**config.mk**
```make
export PLATFORM = sky130hd
export DESIGN_NAME = gld_control
export DESIGN_NICKNAME = d
export VERILOG_FILES = /design/src/hw/rtl/gld_pkg.sv /design/src/hw/rtl/gld_control.sv
export SDC_FILE = /design/constraint.sdc
export NUM_CORES = 1
export LEC_CHECK = 0
export ABC_CLOCK_PERIOD_IN_PS = 2670
export BUFFER_PORTS_ARGS = -buffer_cell sky130_fd_sc_hd__buf_2
export CAP_MARGIN = 20
export CORE_MARGIN = 4
export CORE_UTILIZATION = 44
export CTS_BUF_LIST = sky130_fd_sc_hd__clkbuf_2 sky130_fd_sc_hd__clkbuf_4 sky130_fd_sc_hd__clkbuf_8
export CTS_CLUSTER_DIAMETER = 80
export DETAILED_ROUTE_END_ITERATION = 6
export PLACE_DENSITY = 0.9
export SYNTH_ARGS = -nofsm -noshare
export SYNTH_HDL_FRONTEND = slang
export SYNTH_SLANG_ARGS = --single-unit
```
**constraint.sdc**
```tcl
create_clock -name clk -period 2.67 [get_ports clk]
set_clock_uncertainty 0.15 [all_clocks]
set_input_delay 0.1335 -clock clk [delete_from_list [all_inputs] [get_ports clk]]
set_output_delay 0.1335 -clock clk [all_outputs]
set_load 0.1 [all_outputs]
```
**src/hw/rtl/gld_pkg.sv**
```systemverilog
// Package for the GIF LZW decoder: payload structs, status and mode codes,
// controller/datapath command and status structs. No dependencies.
package gld_pkg;
	localparam int TableSize = 4096;
	localparam int PixelCountBits = 24;
	localparam int StackDepth = TableSize + 1;

	localparam logic [1:0] MODE_START = 2'd0;
	localparam logic [1:0] MODE_BYTE = 2'd1;
	localparam logic [1:0] MODE_PIXEL = 2'd2;

	localparam logic [3:0] ST_PIXEL = 4'd0;
	localparam logic [3:0] ST_NEED = 4'd1;
	localparam logic [3:0] ST_TAKEN = 4'd2;
	localparam logic [3:0] ST_REFUSED = 4'd3;
	localparam logic [3:0] ST_DONE = 4'd4;
	localparam logic [3:0] ST_ENDCODE = 4'd5;
	localparam logic [3:0] ST_BAD = 4'd6;
	localparam logic [3:0] ST_FULL = 4'd7;
	localparam logic [3:0] ST_EXHAUSTED = 4'd8;
	localparam logic [3:0] ST_STARTED = 4'd9;

	localparam logic CFG_MIN_CODE_SIZE = 1'b0;
	localparam logic CFG_FRAME_PIXELS = 1'b1;

	typedef struct packed {
		logic [1:0] mode;
		logic [7:0] data_byte;
		logic last_byte;
	} in_item_t;

	typedef struct packed {
		logic [3:0] status;
		logic [7:0] pixel_index;
	} out_item_t;

	// Controller to datapath
	typedef struct packed {
		logic init;         // start frame: registers and table fill
		logic fill_step;    // write root entry at fill counter
		logic take_byte;    // append input byte
		logic set_end;      // latch end state
		logic [3:0] end_code;
		logic read_code;    // extract code from bit buffer and classify
		logic restart;      // clear code handling
		logic first_code;   // first code after clear
		logic kwkwk;        // code equals next free code
		logic walk_push;    // push suffix read, follow prefix
		logic add_entry;    // push first char and add table entry
		logic pop;          // count popped pixel
		logic clear_stack;
	} dp_cmd_t;

	// Datapath to controller
	typedef struct packed {
		logic fill_done;
		logic byte_ok;
		logic bits_short;
		logic input_done;
		logic [3:0] end_state;
		logic frame_done;
		logic stack_empty;
		logic is_end_code;
		logic is_bad;
		logic is_clear;
		logic prev_valid;
		logic first_bad;
		logic is_next;
		logic walk_more;
		logic table_full;
		logic [7:0] pixel;
	} dp_stat_t;
endpackage

```
**src/hw/rtl/gld_control.sv**
```systemverilog
// Controller state machine of the GIF LZW decoder: handshake, code decode
// sequence and result register. Uses gld_pkg.
module gld_control (
	input logic clk,
	input logic arst_n,
	input logic in_valid,
	output logic in_stall,
	input gld_pkg::in_item_t in_item,
	output logic out_valid,
	input logic out_stall,
	output gld_pkg::out_item_t out_item,
	output gld_pkg::dp_cmd_t cmd,
	input gld_pkg::dp_stat_t stat
);
	import gld_pkg::*;

	localparam logic [3:0] S_FILL = 4'd0;
	localparam logic [3:0] S_IDLE = 4'd1;
	localparam logic [3:0] S_CODE = 4'd2;
	localparam logic [3:0] S_READ = 4'd3;
	localparam logic [3:0] S_CLASS = 4'd4;
	localparam logic [3:0] S_WRD = 4'd5;
	localparam logic [3:0] S_WALK = 4'd6;
	localparam logic [3:0] S_ROOT = 4'd7;
	localparam logic [3:0] S_ADD = 4'd8;
	localparam logic [3:0] S_POPRD = 4'd9;
	localparam logic [3:0] S_POP = 4'd10;

	logic [3:0] state_q, state_d;
	logic ov_q;
	out_item_t oi_q;
	logic emit;
	out_item_t emit_item;
	logic accept;

	assign in_stall = (state_q != S_IDLE) || (ov_q && out_stall);
	assign accept = in_valid && !in_stall;
	assign out_valid = ov_q;
	assign out_item = oi_q;

	always_comb begin
		cmd = '0;
		state_d = state_q;
		emit = 1'b0;
		emit_item = '{status: ST_PIXEL, pixel_index: 8'd0};
		case (state_q)
			S_FILL: begin
				if (stat.fill_done) begin
					state_d = S_IDLE;
				end else begin
					cmd.fill_step = 1'b1;
				end
			end
			S_IDLE: begin
				if (accept) begin
					case (in_item.mode)
						MODE_START: begin
							cmd.init = 1'b1;
							emit = 1'b1;
							emit_item.status = ST_STARTED;
							state_d = S_FILL;
						end
						MODE_BYTE: begin
							emit = 1'b1;
							if (stat.byte_ok) begin
								cmd.take_byte = 1'b1;
								emit_item.status = ST_TAKEN;
							end else begin
								emit_item.status = ST_REFUSED;
							end
						end
						MODE_PIXEL: begin
							if (stat.end_state != ST_PIXEL) begin
								emit = 1'b1;
								emit_item.status = stat.end_state;
							end else if (stat.frame_done) begin
								emit = 1'b1;
								emit_item.status = ST_DONE;
								cmd.set_end = 1'b1;
								cmd.end_code = ST_DONE;
							end else if (stat.stack_empty) begin
								state_d = S_CODE;
							end else begin
								state_d = S_POPRD;
							end
						end
						default: ;
					endcase
				end
			end
			S_CODE: begin
				if (stat.bits_short) begin
					emit = 1'b1;
					state_d = S_IDLE;
					if (stat.input_done) begin
						emit_item.status = ST_EXHAUSTED;
						cmd.set_end = 1'b1;
						cmd.end_code = ST_EXHAUSTED;
					end else begin
						emit_item.status = ST_NEED;
					end
				end else begin
					cmd.read_code = 1'b1;
					state_d = S_READ;
				end
			end
			S_READ: state_d = S_CLASS;
			S_CLASS: begin
				if (stat.is_end_code || stat.is_bad) begin
					emit = 1'b1;
					state_d = S_IDLE;
					emit_item.status = stat.is_end_code ? ST_ENDCODE : ST_BAD;
					cmd.set_end = 1'b1;
					cmd.end_code = emit_item.status;
				end else if (stat.is_clear) begin
					cmd.restart = 1'b1;
					state_d = S_CODE;
				end else if (!stat.prev_valid) begin
					if (stat.first_bad) begin
						emit = 1'b1;
						state_d = S_IDLE;
						emit_item.status = ST_BAD;
						cmd.set_end = 1'b1;
						cmd.end_code = ST_BAD;
					end else begin
						cmd.first_code = 1'b1;
						state_d = S_POPRD;
					end
				end else if (stat.is_next) begin
					cmd.kwkwk = 1'b1;
					state_d = S_WRD;
				end else begin
					state_d = S_WRD;
				end
			end
			S_WRD: state_d = S_WALK;
			S_WALK: begin
				if (stat.walk_more) begin
					cmd.walk_push = 1'b1;
					state_d = S_WRD;
				end else begin
					state_d = S_ADD;
				end
			end
			S_ADD: begin
				if (stat.table_full) begin
					cmd.clear_stack = 1'b1;
					cmd.set_end = 1'b1;
					cmd.end_code = ST_FULL;
					emit = 1'b1;
					emit_item.status = ST_FULL;
					state_d = S_IDLE;
				end else begin
					cmd.add_entry = 1'b1;
					state_d = S_ROOT;
				end
			end
			S_ROOT: state_d = S_POPRD;
			S_POPRD: state_d = S_POP;
			S_POP: begin
				emit = 1'b1;
				cmd.pop = 1'b1;
				emit_item.status = ST_PIXEL;
				emit_item.pixel_index = stat.pixel;
				state_d = S_IDLE;
			end
			default: state_d = S_IDLE;
		endcase
	end

	always_ff @(posedge clk or negedge arst_n) begin
		if (!arst_n) begin
			state_q <= S_FILL;
			ov_q <= 1'b0;
		end else begin
			state_q <= state_d;
			if (emit) begin
				ov_q <= 1'b1;
			end else if (!out_stall) begin
				ov_q <= 1'b0;
			end
		end
	end

	always_ff @(posedge clk) begin
		if (emit) begin
			oi_q <= emit_item;
		end
	end
endmodule

```
==> metrics, run 1 <==
# port buffers=61; most common cell after layout, fill and taps aside=buf_2; number of global-route vias before repair=about 1200; DRC violations left=0; Worst Setup End Kind=primary output; final worst-path cycle share=96.5%; Max Cap Viol=0; row count=18; via density per instance=between 5 and 6; flops & latches, synth=17; Worst Setup EP=cmd[5]; Area Growth Syn to Fin=41.7%; clock sink total=17; DRT iter0 DRCs=36; Post-Syn Nets=167; total CTS buffers=3; GPL Wtd Cong=0.944; die width=59.6 microns; Clock transition at path regs=about 0.10 ns; Final ANT Viol Nets=0; Avg Cell Area, Syn=9.28 sq um; initial antenna violation count=0; Worst-Margin Slew=approximately 0.49 ns; # IOs=71; FF-to-FF End=out_item[7]; Final Hold Vio Count=0; Reg2Reg Depth=4; WP data arrival=around 2.3 ns; GRT overflow=0; Ant. Diodes=0; share of layout cells above drive strength 1=45.1%; first-pass GRT wire length=5.51 mm; Leak=0.000794 uW; via count of the routed design=1280; Slew Limit Fails=0; initial core utilization=46.8%; Tmin final=2.58 ns; Hold Startpoint=stat[0]; Setup Fix Bufs, Post-CTS=0; Critical Path RT=2.39 ns; Main synth FF type=edfxtp_1; Skew-Pair Late Insertion Delay=0.28 ns; H-Tree Depth=1; fin nets=235; startpoint types=flop; share of flip-flops with an asynchronous set or reset=between 20% and 30%; final setup fails=0; clock buffer depth=2; status=completed; Cell Pwr Density=997 mW/mm^2; EDFF count, synth=12; Netlist cell types=48; Area after DPL=0.00155 sq mm; synth warn=0; sequential-to-total area share from yosys stat=between 40% and 50%; critical path startpoint=state_q[3]; drt total wl=around 3.4 mm; Reg2Reg Setup Slack=0.27 ns; max frequency=388 MHz; Synth Cell Area=0.00117 sq mm; Max VDD drop=0.914 mV; core area=0.00250 sq mm; Clk Tree Root Cell=clkbuf_4; CTS tree=yes; Finished Cell Area=0.00166 sq mm; GRT Util Overall=20.2%; Setup CP Type=reg -> out; worst r2r src=state_q[3]; most frequent cells in the layout=buf_2, edfxtp_1, and3_1; Wirelength per Cell=~15 microns; Hold WC Path Type=in -> reg; Layout Utilization=66.3%; drt pass-1 iters=6; Die Ht=59.6 microns; Post-Syn Instances=126; relative slew slack=approximately two thirds; CP max FO=12; largest net degree at the start of global routing=15; die area=0.00355 sq mm; dpl hpwl=2.76 mm
-- cell families (layout without fill, tap and decap cells) --
logic type | after synthesis | in the layout | synth area share, %
compound gates | 29 | 29 | 17.9
xor+xnor | 2 | 2 | 1.50
buf+inv | 13 | 80 | 4.60
flops | 17 | 17 | 41.5
simple gates | 65 | 65 | 34.5
-- worst max-delay path: stages, from the launching register on --
cell	delay, ns
dfrtp_1	0.54
or4b_4	0.65
nor3_2	0.22
and2_1	0.17
buf_2	0.42
-- report_power, final --
part	switching [uW]	internal, uW
Clock	78.3	55.5
Sequential	76.9	381
Combinational	864	197
-- synthesized netlist by cell type (2+ instances only) --
cell,number,share of area [%]
and2_1,3,1.6
or3_1,2,1.1
nor2_1,9,2.9
clkbuf_1,2,0.64
nand3_1,2,0.86
buf_2,4,1.7
inv_1,7,2.2
nor4_1,5,2.7
o21bai_1,2,1.3
dfrtp_1,5,11
edfxtp_1,12,31
nor3_1,6,2.6
and3_1,10,5.3
nand2_1,7,2.2
nand2b_1,3,1.6
nor2b_1,3,1.6
a21oi_1,8,3.4
o21ai_0,3,1.3
o31ai_1,3,1.9
and3b_1,2,1.5
-- worst min path at each step --
stage,endpoint,cells after the start
finish,out_item[0],2
CTS,out_item[2],2
detailed placement,state_q[2],1
global route,out_item[3],2
global placement,state_q[2],1
floorplan,out_valid,0
-- final cells by class --
class	instances	area (sq um)
fillers	196	842
multi-input cells	96	688
flip-flops and latches	17	488
repair buffers	69	390
well taps	30	37.5
inverters	7	26.3
clock buffers	3	22.5
clock inverters	1	5.00
-- per-layer routing --
metal / part of all wire [%] / global-route usage [%] / routed length (microns)
met5: 0 / 0 / 0
met4: 1.9 / 7.28 / 64
met3: 8.4 / 3.27 / 287
met2: 49 / 34.6 / 1670
met1: 41 / 25.4 / 1410
-- what timing repair did --
action,in CTS,in global routing
endpoints found under the hold margin,11,0
hold buffers,7,0
pin swaps,0,0
gates resized for setup,1,4
endpoints found under the setup margin,1,5
-- registers in the layout, summed over array words and instances (netlist names) --
name,flops
out_valid,1
state_q,4
out_item,12
-- through the flow --
step	setup TNS [ns]	total power (uW)	hold slack, ns	setup WS [ns]	instances
2_1_floorplan	-1.00	1340	-0.312	-0.364	126
3_3_place_gp	0	1490	-0.197	0.359	212
3_5_place_dp	0	1520	-0.193	0.283	212
4_1_cts	0	1660	0.00606	0.0115	223
5_1_grt	-0.00339	1730	0.000225	-0.00339	223
6_report	0	1650	0.0121	0.0931	223
No activity file was read; power rests on OpenSTA's default activity.
==> run 2: changes to the inputs <==
Settings changed: CELL_PAD_IN_SITES_DETAIL_PLACEMENT from default to 2, CELL_PAD_IN_SITES_GLOBAL_PLACEMENT from default to 2, CORE_UTILIZATION 44 to 24, PLACE_DENSITY 0.9 to 0.91.
==> run 2 against run 1 <==
  * Via count down 2.3%
  * Count of clock-buffer cells in the layout up 1
  * Critical path depth unchanged
  * First-iteration DRC count up 83%
  * Sequential cell count unchanged
  * Setup slack better by 0.035 ns
  * Global-route usage down 5.4 points
  * Design area up 4.2%
  * Total power up 7.9%
  * Non-clock buffer count down 1
==> metrics, run 2 (same netlist as run 1, synthesis figures left out) <==
Largest register FFs=12 (unchanged); # IOs=71 (unchanged); drt total wl=4.30 mm (+25%); FF+latch area=485 sq um (-0.51%); DRT iter0 DRCs=66 (+83%); Die Ht=77.8 microns (+31%); clock sink total=17 (unchanged); CP max FO=12 (unchanged); drt pass-1 iters=4 (-2); Worst Setup End Kind=primary output; die width=77.8 microns (+31%); H-Tree Depth=1 (unchanged); most frequent cells in the layout=buf_2, edfxtp_1, and3_1; Leak=0.000812 uW (+2.3%); GPL Wtd Cong=0.832 (-12%); Setup CP Type=reg -> out; total CTS buffers=3 (unchanged); DRC violations left=0 (unchanged); CTS tree=yes; fin nets=234 (-0.43%); Pint=722 uW (+14%); layout filler cell count=541 (+180%); GRT overflow=0 (unchanged); core area=0.00472 sq mm (+89%); Multi-input gate area=688 sq um (unchanged); Skew-Pair Late Insertion Delay=0.25 ns (-0.03 ns); most common cell after layout, fill and taps aside=buf_2; initial core utilization=24.8% (-22 points); final setup fails=0 (unchanged); GRT Util Overall=14.8% (-5.4 points); startpoint types=flop; via density per instance=4.83 (-16%); Area after DPL=0.00166 sq mm (+7.3%); Setup Fix Bufs, Post-CTS=0 (unchanged); Clock transition at path regs=0.07 ns (-0.03 ns); share of layout cells above drive strength 1=46.9% (+1.8 points); Overall Power=1780 uW (+7.9%); status=completed; clock buffer depth=2 (unchanged); max frequency=393 MHz (+1.4%); Slew Limit Fails=0 (unchanged); final worst-path cycle share=95.2% (-1.3 points); die area=0.00606 sq mm (+71%); first-pass GRT wire length=7.09 mm (+29%); Finished Cell Area=0.00173 sq mm (+4.2%); WP data arrival=2.26 ns (-0.03 ns); Max Cap Viol=0 (unchanged); # port buffers=61 (unchanged); dpl hpwl=3.49 mm (+26%); Sw Share=59.5% (-2.1 points); Final Hold Vio Count=0 (unchanged); RSZ-0062 raised after global routing=false; Area Growth Syn to Fin=47.7%; Final ANT Viol Nets=0 (unchanged); Clk Tree Root Cell=clkbuf_8; number of global-route vias before repair=1366 (+9.7%); initial antenna violation count=0 (unchanged); Wirelength per Cell=16.6 microns (+7.9%); row count=25 (+7); Ant. Diodes=0 (unchanged); switching power=1060 uW (+4.2%); Hold WC Path Type=in -> reg; Max VDD drop=0.437 mV (-52%); Placed Instances=254 (+20%); Worst-Margin Slew=0.526 ns (+0.0341 ns); sequential share of power=24.5% (-3.2 points); Critical Path RT=2.39 ns (about the same); Tmin final=2.54 ns (-0.0354 ns); via count of the routed design=1250 (-2.3%); Final Non-Filler Cells=259 (+16%); relative slew slack=64.8% (-2.6 points); Logic pwr share=63.5% (-0.7 points); largest net degree at the start of global routing=13 (-2); Cell Pwr Density=1030 mW/mm^2 (+3.5%); part of the power in the clock network=11.9% (+3.8 points)
[run 2: cell count changes in the layout (fill, tap and decap cells not counted)]
cell / delta
clkinv_2: -1
buf_12: +2
dlygate4sd3_1: -6
clkbuf_4: -2
clkbuf_8: +3
dfrtp_1: +2
buf_2: -1
buf_4: +4
dfrtp_2: -2
[run 2: through the flow]
step	hold WS, ns	setup slack [ns]	TNS (ns)	utilization (%)
after detailed placement	-0.192	0.204	0	35.2
after global routing	0.0299	0.0136	0	36.6
after CTS	0.0111	0.102	0	36.5
final	0.00856	0.129	0	36.6
after floorplan	-0.312	-0.364	-1.00	-
after global placement	-0.194	0.319	0	35.2
[run 2: what timing repair did]
action,4_1_cts,5_1_grt
hold buffers,1,0
gates resized for setup,0,2
hold endpoints to repair,5,0
endpoints found under the setup margin,0,2
[run 2: layout make-up]
type / count / share of cell area, %
Sequential cell: 17 / 28.1
Tap cell: 67 / 4.85
Timing Repair Buffer: 68 / 22.9
Inverter: 7 / 1.52
Multi-Input combinational cell: 96 / 39.8
Clock buffer: 4 / 2.82
[run 2: layer usage]
layer  wire (microns)  part of all wire, %  global-route usage, %  vias to the layer above
met4               23                 0.54                   3.02                        0
met5                0                    0                      0                        -
li1                 -                    -                      -                      607
met2             2190                   51                   25.3                       33
met1             1860                   43                   19.1                      606
met3              228                  5.3                   3.13                        4
[run 2: worst paths after layout]
kind | cells past startpoint | slack [ns] | from | endpoint
setup / recovery | 4 | 0.13 | state_q[0] | cmd[9]
hold / removal | 3 | 0.009 | stat[25] | state_q[0]
setup reg to reg | 4 | 0.23 | state_q[0] | out_item[6]
hold reg to reg | 2 | 0.51 | out_valid | out_valid
max in group asynchronous | 2 | 2.18 | arst_n | state_q[1]
min in group asynchronous | 2 | 0.06 | arst_n | state_q[2]
[run 2: critical path, cell delays in order, from the launching register on]
cell and delay (ns):
dfrtp_1 0.53, or4b_4 0.63, a211oi_2 0.26, or2_2 0.16, buf_2 0.42
[run 2: power groups by stage]
stage	Combinational (uW)	Clock [uW]	Sequential, uW
final	1130	212	438
after global routing	1190	229	453
after CTS	1140	218	439
after detailed placement	1130	0	444
after global placement	1110	0	437
after floorplan	509	0	831
==> run 3: changes to the inputs <==
Settings changed: ABC_CLOCK_PERIOD_IN_PS 2670 to 2400.
Clock period 2.67 ns to 2.4 ns, I/O delays scaled along.
==> run 3 against run 2 <==
  * Via count up 1.1%
  * Design area up 13%
  * First-iteration DRC count down 36%
  * Largest cell class unchanged
==> metrics, run 3 (same netlist as run 1, synthesis figures left out) <==
status=completed; most common cell after layout, fill and taps aside=buf_2; initial core utilization=24.8% (unchanged); Final Hold Vio Count=0 (unchanged); total CTS buffers=3 (unchanged); Area after DPL=0.00187 sq mm (+12%); Logic pwr share=65.7% (+2.2 points); clock buffer depth=2 (unchanged); core area=0.00472 sq mm (unchanged); Worst-Margin Slew=0.483 ns (-0.0438 ns); GRT Util Overall=15.4% (+0.64 points); part of the power in the clock network=10.6% (-1.3 points); dpl hpwl=3.79 mm (+8.5%); CTS tree=yes; Pint=855 uW (+18%); Sw Share=59.1% (-0.47 points); via density per instance=4.84 (+0.35%); Tmin final=2.31 ns; Finished Cell Area=0.00195 sq mm (+13%); first-pass GRT wire length=7.41 mm (+4.5%); GRT overflow=0 (unchanged); Max Cap Viol=0 (unchanged); Clk Tree Root Cell=clkbuf_8; Hold WC Path Type=in -> reg; Largest register FFs=12 (unchanged); Critical Path RT=2.13 ns (-0.26 ns); Final ANT Viol Nets=0 (unchanged); share of layout cells above drive strength 1=52.1% (+5.2 points); Reg2Reg Setup Slack=0.14 ns (-0.09 ns); Leak=0.000875 uW (+7.7%); Area Growth Syn to Fin=66.3%; sequential share of power=23.8% (-0.7 points); switching power=1230 uW (+16%); Setup Fix Bufs, Post-CTS=0 (unchanged); Reg2Reg Depth=6 (+2); WP data arrival=2.04 ns (-0.22 ns); via count of the routed design=1264 (+1.1%); Worst Setup EP=cmd[4]; drt pass-1 iters=2 (-2); most frequent cells in the layout=buf_2, edfxtp_1, buf_12; final setup TNS=0 ns (unchanged); Setup CP Type=reg -> out; number of global-route vias before repair=1426 (+4.4%); Ant. Diodes=0 (unchanged); row count=25 (unchanged); # IOs=71 (unchanged); max frequency=around 430 MHz; CP max FO=7 (-5); DRT iter0 DRCs=42 (-36%); startpoint types=flop; DRC violations left=0 (unchanged); H-Tree Depth=1 (unchanged); layout filler cell count=511 (-5.5%); worst r2r src=state_q[3]; FF-to-FF End=out_item[4]; Skew-Pair Late Insertion Delay=0.25 ns (about the same); Overall Power=2090 uW (+17%); final setup fails=0 (unchanged); fin nets=236 (+0.85%); Worst Setup End Kind=primary output; critical path startpoint=state_q[3]; final worst-path cycle share=96.1%; largest net degree at the start of global routing=15 (+2); die width=77.8 microns (unchanged); clock sink total=17 (unchanged); die area=0.00606 sq mm (unchanged); relative slew slack=67.5% (+2.7 points); Wirelength per Cell=17.7 microns (+6.8%); Max VDD drop=0.366 mV (-16%); drt total wl=4.62 mm (+7.6%); Clock transition at path regs=0.07 ns (about the same); Slew Limit Fails=0 (unchanged); # port buffers=61 (unchanged); hold_ws=0.0130 ns (+0.00449 ns); Cell Pwr Density=1070 mW/mm^2 (+4.0%); initial antenna violation count=0 (unchanged); GPL Wtd Cong=0.794 (-4.6%); Die Ht=77.8 microns (unchanged)
run 3: changes by cell type in the layout (fill, tap and decap cells not counted), sizes merged:
| cell | delta |
|---|---|
| clkinv | +1 |
| clkbuf | -3 |
| buf | +4 |
run 3: worst min-delay path by stage:
stage,start,cells past startpoint,end
floorplan,arst_n,0,out_valid
global placement,arst_n,1,state_q[0]
detailed placement,arst_n,1,state_q[0]
CTS,stat[25],3,state_q[0]
global route,stat[5],2,out_item[5]
finish,stat[25],3,state_q[0]
run 3: power by group through the flow:
stage	combinational, uW	sequential (uW)	clock [uW]
floorplan	598	927	0
detailed placement	1370	501	0
finish	1370	496	221
CTS	1370	496	228
global route	1430	512	237
global placement	1330	491	0
run 3: critical path: stages, from the launching register on:
cell and delay, ns:
dfrtp_1 0.47, or4b_4 0.65, nor3_4 0.20, and4_1 0.27
buf_12 0.18
run 3: layout make-up:
| class | instances | area [sq um] | area share, % |
|---|---|---|---|
| Clock inverter | 1 | 5.00 | 0.257 |
| Inverter | 7 | 26.3 | 1.35 |
| Tap cell | 67 | 83.8 | 4.31 |
| Clock buffer | 3 | 41.3 | 2.12 |
| Sequential cell | 17 | 489 | 25.1 |
| Timing Repair Buffer | 70 | 538 | 27.7 |
| Multi-Input combinational cell | 96 | 762 | 39.2 |
run 3: metal layers:
layer	routed length [microns]	up-vias	share of wire, %	track usage [%]
met1	1880	618	41	17.5
met3	217	2	4.7	4.06
met2	2510	32	54	29.2
met5	0	-	0	0
met4	21	0	0.45	2.14
li1	-	612	-	-
run 3: metrics by stage:
step	worst slack [ns]	util [%]	std cells
2_1_floorplan	-0.0219	-	126
3_3_place_gp	0.235	39.6	256
3_5_place_dp	0.110	39.6	256
4_1_cts	0.0148	40.8	261
5_1_grt	-0.0104	41.2	261
6_report	0.0943	41.2	261
run 3: repair_timing:
item,in CTS,in global routing
pin swaps,0,0
gates resized for setup,1,6
hold buffers,1,0
endpoints found under the setup margin,5,5
hold endpoints to repair,5,0
